==> config.mk <==
export PLATFORM = sky130hd
export DESIGN_NAME = dht_single_wire_sensor_reader
export DESIGN_NICKNAME = d
export VERILOG_FILES = /design/src/dht_pkg.sv /design/src/dht_csr.sv /design/src/dht_core.sv /design/src/dht_out_buf.sv /design/src/dht_single_wire_sensor_reader.sv
export SDC_FILE = /design/constraint.sdc
export NUM_CORES = 1
export LEC_CHECK = 0
export BUFFER_PORTS_ARGS = -buffer_cell sky130_fd_sc_hd__buf_2
export CAP_MARGIN = 20
export CELL_PAD_IN_SITES_DETAIL_PLACEMENT = 1
export CELL_PAD_IN_SITES_GLOBAL_PLACEMENT = 1
export CORE_MARGIN = 4
export CORE_UTILIZATION = 34
export DETAILED_ROUTE_END_ITERATION = 7
export GPL_ROUTABILITY_DRIVEN = 0
export PLACE_DENSITY = 0.66
export SLEW_MARGIN = 20
export SYNTH_ARGS = -nofsm -noshare
export SYNTH_HDL_FRONTEND = slang
export SYNTH_SLANG_ARGS = --single-unit
==> constraint.sdc <==
create_clock -name clock -period 4.4 [get_ports clock]
set_input_delay 0 -clock clock [delete_from_list [all_inputs] [get_ports clock]]
set_output_delay 0 -clock clock [all_outputs]
set_load 0.01 [all_outputs]
==> src/dht_pkg.sv <==
package dht_pkg;

   localparam int unsigned PHASE_W    = 7;
   localparam int unsigned TICK_W     = 8;
   localparam int unsigned START_W    = 16;
   localparam int unsigned WORD_W     = 16;
   localparam int unsigned CSR_IDX_W  = 2;
   localparam int unsigned CSR_DATA_W = 16;

   localparam logic [PHASE_W-1:0] PHASE_LAST       = 7'd82;
   localparam logic [PHASE_W-1:0] HANDSHAKE_PHASES = 7'd3;
   localparam logic [PHASE_W-1:0] HUM_LAST_PHASE   = 7'd34;
   localparam logic [PHASE_W-1:0] TEMP_LAST_PHASE  = 7'd66;

   localparam logic [TICK_W-1:0]  TICK_MAX  = 8'hFF;
   localparam logic [START_W-1:0] START_MAX = 16'hFFFF;

   localparam logic [TICK_W-1:0]  TIMEOUT_RESET   = 8'd90;
   localparam logic [TICK_W-1:0]  THRESHOLD_RESET = 8'd30;
   localparam logic [START_W-1:0] START_LOW_RESET = 16'd18000;

   localparam logic [CSR_IDX_W-1:0] CSR_TIMEOUT   = 2'd0;
   localparam logic [CSR_IDX_W-1:0] CSR_THRESHOLD = 2'd1;
   localparam logic [CSR_IDX_W-1:0] CSR_START_LOW = 2'd2;

   typedef enum logic [1:0] {
      MODE_IDLE  = 2'd0,
      MODE_START = 2'd1,
      MODE_READ  = 2'd2
   } mode_type;

   typedef struct packed {
      logic [TICK_W-1:0]  timeout_ticks;
      logic [TICK_W-1:0]  one_threshold_ticks;
      logic [START_W-1:0] start_low_ticks;
   } cfg_type;

   typedef struct packed {
      logic              drive_low;
      logic              busy_res;
      logic              done_res;
      logic              timeout_error;
      logic [WORD_W-1:0] humidity_word;
      logic [WORD_W-1:0] temperature_word;
   } rsp_type;

endpackage

==> src/dht_csr.sv <==
module dht_csr
   import dht_pkg::*;
(
   input  logic                  clock,
   input  logic                  reset,
   input  logic                  csr_valid,
   output logic                  csr_ready,
   input  logic [CSR_IDX_W-1:0]  csr_index,
   input  logic [CSR_DATA_W-1:0] csr_data,
   output cfg_type               cfg
);

   cfg_type cfg_ff;
   cfg_type cfg_in;

   assign csr_ready = 1'b1;
   assign cfg       = cfg_ff;

   always_comb begin
      cfg_in = cfg_ff;
      if (csr_valid) begin
         case (csr_index)
            CSR_TIMEOUT:   cfg_in.timeout_ticks       = csr_data[TICK_W-1:0];
            CSR_THRESHOLD: cfg_in.one_threshold_ticks = csr_data[TICK_W-1:0];
            CSR_START_LOW: cfg_in.start_low_ticks     = csr_data[START_W-1:0];
            default:       cfg_in = cfg_ff;
         endcase
      end
   end

   always_ff @(posedge clock) begin
      if (reset) begin
         cfg_ff.timeout_ticks       <= TIMEOUT_RESET;
         cfg_ff.one_threshold_ticks <= THRESHOLD_RESET;
         cfg_ff.start_low_ticks     <= START_LOW_RESET;
      end else begin
         cfg_ff <= cfg_in;
      end
   end

endmodule

==> src/dht_core.sv <==
module dht_core
   import dht_pkg::*;
(
   input  logic    clock,
   input  logic    reset,
   input  logic    step,
   input  logic    func,
   input  logic    line_level,
   input  cfg_type cfg,
   output rsp_type rsp
);

   mode_type            mode_ff, mode_in;
   logic [PHASE_W-1:0]  phase_index_ff, phase_index_in;
   logic [TICK_W-1:0]   phase_ticks_ff, phase_ticks_in;
   logic [START_W-1:0]  start_ticks_ff, start_ticks_in;
   logic [WORD_W-1:0]   shift_word_ff, shift_word_in;
   logic [WORD_W-1:0]   humidity_capture_ff, humidity_capture_in;
   logic [WORD_W-1:0]   humidity_store_ff, humidity_store_in;
   logic [WORD_W-1:0]   temperature_store_ff, temperature_store_in;
   logic                done;
   logic                err;
   logic [START_W:0]    start_next;
   logic                expect_high;
   logic                data_high_phase;
   logic [WORD_W-1:0]   shifted;

   assign start_next      = {1'b0, start_ticks_ff} + {{START_W{1'b0}}, 1'b1};
   // even phases expect high, odd ones low
   assign expect_high     = ~phase_index_ff[0];
   assign data_high_phase = (phase_index_ff >= HANDSHAKE_PHASES) && !phase_index_ff[0]
                            && (phase_index_ff <= TEMP_LAST_PHASE);
   assign shifted         = {shift_word_ff[WORD_W-2:0],
                             (phase_ticks_ff > cfg.one_threshold_ticks)};

   // next state
   always_comb begin
      mode_in              = mode_ff;
      phase_index_in       = phase_index_ff;
      phase_ticks_in       = phase_ticks_ff;
      start_ticks_in       = start_ticks_ff;
      shift_word_in        = shift_word_ff;
      humidity_capture_in  = humidity_capture_ff;
      humidity_store_in    = humidity_store_ff;
      temperature_store_in = temperature_store_ff;
      done                 = 1'b0;
      err                  = 1'b0;
      if (step) begin
         if (func) begin
            if (mode_ff != MODE_START && mode_ff != MODE_READ) begin
               mode_in             = MODE_START;
               start_ticks_in      = '0;
               phase_index_in      = '0;
               phase_ticks_in      = '0;
               shift_word_in       = '0;
               humidity_capture_in = '0;
            end
         end else begin
            case (mode_ff)
               MODE_START: begin
                  if (start_next >= {1'b0, cfg.start_low_ticks}) begin
                     mode_in        = MODE_READ;
                     phase_index_in = '0;
                     phase_ticks_in = '0;
                  end
                  start_ticks_in = start_next[START_W] ? START_MAX : start_next[START_W-1:0];
               end
               MODE_READ: begin
                  if (phase_ticks_ff > cfg.timeout_ticks) begin
                     mode_in = MODE_IDLE;
                     err     = 1'b1;
                  end else if (line_level == expect_high) begin
                     if (phase_ticks_ff != TICK_MAX) begin
                        phase_ticks_in = phase_ticks_ff + 8'd1;
                     end
                  end else begin
                     if (data_high_phase) begin
                        shift_word_in = shifted;
                        if (phase_index_ff == HUM_LAST_PHASE) begin
                           humidity_capture_in = shifted;
                        end
                     end
                     phase_ticks_in = '0;
                     if (phase_index_ff >= PHASE_LAST) begin
                        humidity_store_in    = humidity_capture_ff;
                        temperature_store_in = shift_word_ff;
                        mode_in              = MODE_IDLE;
                        phase_index_in       = '0;
                        done                 = 1'b1;
                     end else begin
                        phase_index_in = phase_index_ff + 7'd1;
                     end
                  end
               end
               default: mode_in = MODE_IDLE;
            endcase
         end
      end
   end

   // result word describes the state after this step
   always_comb begin
      rsp.drive_low        = (mode_in == MODE_START);
      rsp.busy_res         = (mode_in == MODE_START) || (mode_in == MODE_READ);
      rsp.done_res         = done;
      rsp.timeout_error    = err;
      rsp.humidity_word    = humidity_store_in;
      rsp.temperature_word = temperature_store_in;
   end

   always_ff @(posedge clock) begin
      if (reset) begin
         mode_ff              <= MODE_IDLE;
         phase_index_ff       <= '0;
         phase_ticks_ff       <= '0;
         start_ticks_ff       <= '0;
         shift_word_ff        <= '0;
         humidity_capture_ff  <= '0;
         humidity_store_ff    <= '0;
         temperature_store_ff <= '0;
      end else begin
         mode_ff              <= mode_in;
         phase_index_ff       <= phase_index_in;
         phase_ticks_ff       <= phase_ticks_in;
         start_ticks_ff       <= start_ticks_in;
         shift_word_ff        <= shift_word_in;
         humidity_capture_ff  <= humidity_capture_in;
         humidity_store_ff    <= humidity_store_in;
         temperature_store_ff <= temperature_store_in;
      end
   end

endmodule

==> src/dht_out_buf.sv <==
module dht_out_buf
   import dht_pkg::*;
(
   input  logic    clock,
   input  logic    reset,
   input  logic    load,
   input  rsp_type load_data,
   output logic    space,
   output logic    rsp_valid,
   input  logic    rsp_ready,
   output rsp_type rsp_data
);

   logic    main_valid_ff, main_valid_in;
   logic    skid_valid_ff, skid_valid_in;
   rsp_type main_ff, main_in;
   rsp_type skid_ff, skid_in;
   logic    pop;

   assign pop       = main_valid_ff && rsp_ready;
   assign space     = !skid_valid_ff;
   assign rsp_valid = main_valid_ff;
   assign rsp_data  = main_ff;

   always_comb begin
      main_valid_in = main_valid_ff;
      skid_valid_in = skid_valid_ff;
      main_in       = main_ff;
      skid_in       = skid_ff;
      if (skid_valid_ff) begin
         if (pop) begin
            main_in       = skid_ff;
            skid_valid_in = 1'b0;
         end
      end else if (load) begin
         if (!main_valid_ff || pop) begin
            main_in       = load_data;
            main_valid_in = 1'b1;
         end else begin
            // word waits behind the one on the port
            skid_in       = load_data;
            skid_valid_in = 1'b1;
         end
      end else if (pop) begin
         main_valid_in = 1'b0;
      end
   end

   always_ff @(posedge clock) begin
      if (reset) begin
         main_valid_ff <= 1'b0;
         skid_valid_ff <= 1'b0;
      end else begin
         main_valid_ff <= main_valid_in;
         skid_valid_ff <= skid_valid_in;
      end
   end

   always_ff @(posedge clock) begin
      main_ff <= main_in;
      skid_ff <= skid_in;
   end

endmodule

==> src/dht_single_wire_sensor_reader.sv <==
// Reader for a single-wire humidity and temperature sensor. Each request word is either one
// microsecond tick carrying a sample of the data line, or a read request; every word gives
// exactly one result word describing the block's state after it: whether the line is being
// pulled low, whether a read is in progress, a done or timeout flag for that word, and the last
// good humidity and temperature words. A word is taken every cycle while the output buffer
// has space; its result, set by the state update, is registered in that two-word buffer,
// which keeps requests flowing while a result waits on the response port. Registers: 0 timeout
// ticks, 1 one-bit threshold ticks, 2 start pulse length in ticks; write them while idle.
module dht_single_wire_sensor_reader
   import dht_pkg::*;
(
   input  logic                  clock,
   input  logic                  reset,
   input  logic                  req_valid,
   output logic                  req_ready,
   input  logic                  req_func,
   input  logic                  req_line_level,
   output logic                  rsp_valid,
   input  logic                  rsp_ready,
   output logic                  rsp_drive_low,
   output logic                  rsp_busy_res,
   output logic                  rsp_done_res,
   output logic                  rsp_timeout_error,
   output logic [WORD_W-1:0]     rsp_humidity_word,
   output logic [WORD_W-1:0]     rsp_temperature_word,
   input  logic                  csr_valid,
   output logic                  csr_ready,
   input  logic [CSR_IDX_W-1:0]  csr_index,
   input  logic [CSR_DATA_W-1:0] csr_data
);

   cfg_type cfg;
   rsp_type step_rsp;
   rsp_type out_rsp;
   logic    space;
   logic    step;

   assign req_ready = space;
   assign step      = req_valid && space;

   dht_csr u_csr (
      .clock     (clock),
      .reset     (reset),
      .csr_valid (csr_valid),
      .csr_ready (csr_ready),
      .csr_index (csr_index),
      .csr_data  (csr_data),
      .cfg       (cfg)
   );

   dht_core u_core (
      .clock      (clock),
      .reset      (reset),
      .step       (step),
      .func       (req_func),
      .line_level (req_line_level),
      .cfg        (cfg),
      .rsp        (step_rsp)
   );

   dht_out_buf u_out_buf (
      .clock     (clock),
      .reset     (reset),
      .load      (step),
      .load_data (step_rsp),
      .space     (space),
      .rsp_valid (rsp_valid),
      .rsp_ready (rsp_ready),
      .rsp_data  (out_rsp)
   );

   assign rsp_drive_low        = out_rsp.drive_low;
   assign rsp_busy_res         = out_rsp.busy_res;
   assign rsp_done_res         = out_rsp.done_res;
   assign rsp_timeout_error    = out_rsp.timeout_error;
   assign rsp_humidity_word    = out_rsp.humidity_word;
   assign rsp_temperature_word = out_rsp.temperature_word;

endmodule
# Yosys cells after proc, flatten, opt, wreduce, memory -nomap -nowiden

Cells that the tools add are included.

Add/sub/neg operators: 3
Magnitude comparators: 6
Eq/ne operators: 20
Mux-type cells: 68
Bitwise logic cells: 3
Reduce and logical (&&, ||, !) cells: 30

Operators by type and width:

| cell                                                                  | count |
|---|---|
| 16-bit two-way mux                                                    | 27 |
| 36-bit two-way mux                                                    | 4 |
| 8-bit two-way mux                                                     | 6 |
| 7-bit two-way mux                                                     | 6 |
| 6-bit AND reduction                                                   | 3 |
| 16-bit by 1-bit adder with 17-bit output, second input constant       | 1 |
| 17-bit by 16-bit >= comparator with 1-bit output                      | 1 |
| 8-bit > comparator                                                    | 2 |
| 8-bit case mux with 2 select lines                                    | 1 |
| 1-bit two-way mux                                                     | 15 |
| 2-bit two-way mux                                                     | 7 |
| 7-bit case mux with 2 select lines                                    | 1 |
| 2-bit nonzero test                                                    | 7 |
| 3-bit AND reduction                                                   | 4 |
| 8-bit by 1-bit adder with 8-bit output, second input constant         | 1 |
| 2-bit != test, second input constant                                  | 4 |
| 8-bit != test, second input constant                                  | 1 |
| 7-bit by 1-bit adder with 7-bit output, second input constant         | 1 |
| 7-bit by 6-bit == test with 1-bit output, second input constant       | 1 |
| 7-bit by 2-bit >= comparator with 1-bit output, second input constant | 1 |
| 7-bit >= comparator, second input constant                            | 1 |
| 7-bit <= comparator, second input constant                            | 1 |
| 7-bit AND reduction                                                   | 1 |
| 2-bit by 1-bit == test with 1-bit output, second input constant       | 3 |
| other kinds (14)                                                      | 30 |

Bits in registers: 203
Input port bits: 25
Output and inout port bits: 39
Word-level logic and storage cells: 155

# Depth between registers and ports, before layout

Depth after elaboration: 12
Gate-level depth with buffers: 16
Gate-level depth less buffers: 15

# By module

A second synthesis with hierarchy kept.

Cells, all modules: 901
Area, all modules: 9530.4 sq um

By module, submodules not included:

| module                        | times used | cells each | area each (sq um) |
|---|---|---|---|
| dht_core                      | 1          | 643        | 5477.8 |
| dht_out_buf                   | 1          | 125        | 2706.3 |
| dht_csr                       | 1          | 132        | 1340.0 |
| dht_single_wire_sensor_reader | 1          | 1          | 6.3 |

# Worst setup path before layout

Ideal clock, no wire load.

Kind: register to register
Start point: register u_core.start_ticks_ff[0]
End point: register u_out_buf.main_ff, in the netlist u_out_buf.rsp_data[35], data pin
Library setup time: 0.260 ns
Data arrival time: 3.308 ns
Required time: 4.140 ns
Slack: 0.832 ns
Stages on the path, launching flop included: 16
Path buffers: 1
Clock period less this slack: 3.568 ns
Cells stage by stage: dfxtp_1 > nand2_1 > nor4_1 > and3_1 > clkbuf_1 > nand3_1 > xnor2_1 > ha_1 > nand3_1 > nor4_1 > a211oi_2 > o2111ai_1 > o211ai_1 > a32o_1 > ha_1 > mux2_2

RTL lines:

| what                   | line              | source |
|---|---|---|
| start, declared        | dht_core.sv:16    | `logic [START_W-1:0] start_ticks_ff, start_ticks_in;` |
| start signal, assigned | dht_core.sv:125   | `start_ticks_ff <= start_ticks_in;` |
| end signal, assigned   | dht_out_buf.sv:60 | `main_ff <= main_in;` |
| end, declared          | dht_out_buf.sv:16 | `rsp_type main_ff, main_in;` |

# Worst setup path after layout

Start point: register u_core.start_ticks_ff[2]
End point: register u_core.phase_index_ff[6]

Cells in the longest elaborated chain, start to end: 4

RTL lines:

| what                                                      | line            | source |
|---|---|---|
| 16-bit by 1-bit adder with 17-bit output                  | dht_core.sv:28  | `assign start_next = {1'b0, start_ticks_ff} + {{START_W{1'b0}}, 1'b1};` |
| 17-bit by 16-bit >= comparator with 1-bit output          | dht_core.sv:61  | `if (start_next >= {1'b0, cfg.start_low_ticks}) begin` |
| 3-bit by 2-bit != test with 1-bit output (no source line) | --              |  |
| 6-bit AND reduction (no source line)                      | --              |  |
| end signal, assigned                                      | dht_core.sv:123 | `phase_index_ff <= phase_index_in;` |
| end, declared                                             | dht_core.sv:14  | `logic [PHASE_W-1:0] phase_index_ff, phase_index_in;` |

Every way passes these cells.
A chain may end at the register's enable or synchronous reset.

==> reports/qor.csv <==
metric;value;unit
outcome;finished clean;
rr_startpoint;u_core.start_ticks_ff[2];
antenna_found_initial;2;
finalSetupViolations;0;
fin_cells;1396;
overflow;0;
postRouteAntennaNets;0;
clockRootBuffer;clkbuf_16;
area_growth;18.5;%
synth-seq-cells;203;
ctsLongestPathBuffers;3;
ys.flop_type;dfxtp_1;
path_clk_slew;60;ps
die_h;173;um
clk_latency;520;ps
drv_cap;0;
post-place-ws;383;ps
cts_buffers;23;
synth.distinct_cells;60;
cp.required;4840;ps
drtIter0Drc;372;
critPathTopFamily;simple AND/OR/NAND/NOR gates;
reg2reg_slack;450;ps
via_per_inst;5.20;
skew;16.0;ps
drt-met1-wl;11.3;mm
syn_inst;965;
rsz0062_at_grt;no;
worstSetupStartpoint;u_core.start_ticks_ff[2];
wl_per_cell;16.7;um
synth_fp_nets;1030;
crit_arrival;4400;ps
power;4310;uW
fin_setup_tns;0;ps
crit_chain;nand3_2, nor4_1, buf_4, and3_1, nand3_1, xnor2_1, ha_1, nand3_1, or2_2, o2111ai_2, a21oi_2, or4_1, a21oi_1;
syn_area;9220;sq um
top_layer_used;met5;
fin_ws;446;ps
nets;1103;
crit_path_start_kind;register;
insertedDiodeCount;0;
endpoint_kind;register;
path_buf_inv;1;
synth_edf_count;72;
peakVddDrop;217;uV
drive_above_1_share;12.6;%
worst-path-max-fanout;13;
first_pass_iters;4;
row_count;60;
period_needed;3950;ps
grt_max_degree;88;
crit_top_cell;nand3_1;
power_density;395;nW/um^2
cts_resized;0;
grt_pass1_vias;7414;
tightest_slew;930;ps
worstHoldPathType;in -> reg;
async_reset_ff_share;0;%
yosysWarnings;0;
ys_seq_area_share;51.9;%
cp.depth;13;
worst-r2r-cell-count;13;
fin_util;40.8;%
grt_first_pass_wirelength;38.9;mm
timing.rr.end;u_core.phase_index_ff[6];
vias;7254;
io_buffer_count;62;
wl;23.2;mm
wl_met2;10.7;mm
slew_violations;0;
dieArea;29800;sq um
slew_headroom;38.0;%
cts_num_sinks;203;
grtUsageTotal;15.3;%
htreeDepth;1;
coreArea;26800;sq um
avgSynthCellArea;9.55;sq um
min_period_over_period;89.9;%
cp_slowest_cell;or4_1;
cts_tree;yes;
die_w;173;um
hold_viol_final;0;
post-place-cells;1327;
drc_errors;0;
total_leakage_power;0.00430;uW
start_util;34.4;%
routed-wl-met3;857;um
criticalPathCategory;reg -> reg;
crit_end;u_core.phase_index_ff[6];
slowest_delay;550;ps
fmax;0.253;GHz
place_hpwl;15.5;mm
ios;64;
## repair_timing
action                                 in CTS  in global routing
buffers inserted                            0                  0
setup endpoints to repair                   0                  7
hold buffers                               24                  0
endpoints found under the hold margin      36                  0
## power breakdown
group / switching, uW / leakage [uW] / internal [uW] / total, uW
registers: 23.4 / 0.00170 / 2000 / 2020
clock network: 774 / 0.000389 / 1230 / 2010
logic: 185 / 0.00221 / 93.4 / 278
## synthesized netlist by cell type, drive strengths merged (4+ instances only)
cell type,n,area [sq um]
or4,11,82.6
dfxtp,131,2620
and4,4,35.0
and3,6,37.5
mux2i,34,340
a31oi,4,25.0
nor2b,7,43.8
nor2,90,338
buf,8,53.8
a21o,5,37.5
nand2,71,267
nor4,5,46.3
xor2,9,78.8
edfxtp,72,2160
xnor2,6,52.6
a21oi,130,662
o211ai,18,135
nand4b,30,263
ha,40,500
nor3,10,55.1
inv,77,289
clkbuf,49,184
nand4,11,75.1
nand3,18,95.1
o31ai,12,90.1
o21ai,72,364
## placed cells by master, fill, tap and decap left out, drive strengths merged, types with 2 or more instances in the layout
cell | netlist | final
a31oi | 4 | 4
clkbuf | 49 | 34
nor2 | 90 | 90
buf | 8 | 80
nor3 | 10 | 10
clkinv | 0 | 3
inv | 77 | 79
mux2i | 34 | 34
a211oi | 3 | 3
xnor2 | 6 | 6
o31ai | 12 | 12
nand2b | 3 | 3
o2111ai | 2 | 2
dlygate4sd3 | 0 | 24
or3 | 2 | 2
nand2 | 71 | 71
a21o | 5 | 5
nand4b | 30 | 30
ha | 40 | 40
nand4 | 11 | 11
a21oi | 130 | 131
edfxtp | 72 | 72
or4 | 11 | 11
and2 | 3 | 3
nand3 | 18 | 18
nor4 | 5 | 5
xor2 | 9 | 9
dfxtp | 131 | 131
nor2b | 7 | 7
o211ai | 18 | 18
o21ai | 72 | 72
or2 | 3 | 3
and3 | 6 | 6
nand3b | 2 | 2
and4 | 4 | 4
o21a | 3 | 3
bufinv | 0 | 3
## flip-flops by register name (all words and copies together) (netlist names)
name,cells
u_out_buf.rsp_valid,1
u_core.humidity_capture_ff,16
u_out_buf.rsp_data,36
u_out_buf.skid_valid_ff,1
u_out_buf.skid_ff,36
u_core.shift_word_ff,16
u_core.mode_ff,2
u_core.start_ticks_ff,16
u_core.phase_ticks_ff,8
u_core.phase_index_ff,7
u_csr.cfg,32
u_core.temperature_store_ff,16
u_core.humidity_store_ff,16
## stage by stage
stage          hold WS, ps  instance area [sq um]
2_1_floorplan          100                   9220
3_3_place_gp           245                   9860
3_5_place_dp           246                   9860
4_1_cts               5.75                  10900
5_1_grt               47.5                  10900
6_report              34.5                  10900
## how the worst min path moves through the flow
stage                     slack, ps                      end         start  depth (start not counted)
after detailed placement        250             u_csr.cfg[9]   csr_data[9]                          3
after floorplan                 100  u_out_buf.skid_valid_ff     rsp_ready                          1
after global routing             50            u_csr.cfg[23]  csr_index[0]                          5
final                            30            u_csr.cfg[30]  csr_index[0]                          4
after global placement          240             u_csr.cfg[9]   csr_data[9]                          3
after CTS                         6            u_csr.cfg[28]  csr_index[0]                          4
## area by class of cell
cell class	count	area [sq um]
fillers	3024	15900
inverters	77	289
multi-input cells	629	3940
clock buffers	34	668
clock inverters	8	129
repair buffers	104	686
well taps	341	427
flip-flops and latches	203	4780
## tightest hold or removal path, stage by stage
cell and delay, ps:
buf_2 110, nor3b_1 60, buf_4 180, o211ai_1 160
## per-layer routing
layer / global-route usage [%] / vias to the layer above
met3: 2.67 / 32
met1: 21.5 / 3539
met4: 3.46 / 4
li1: - / 3590
met2: 24.9 / 89
met5: 0 / -
## kinds of logic after synthesis
| family | Yosys count | share of synthesized area, % |
|---|---|---|
| simple gates | 280 | 15.8 |
| compound gates | 257 | 15.9 |
| flops | 203 | 51.9 |
| buf+inv | 134 | 5.71 |
| fa+ha+maj | 40 | 5.43 |
| mux | 35 | 3.81 |
| xor+xnor | 15 | 1.42 |
| other cells | 1 | 0.0407 |
Power figures use the tool's default switching activity.
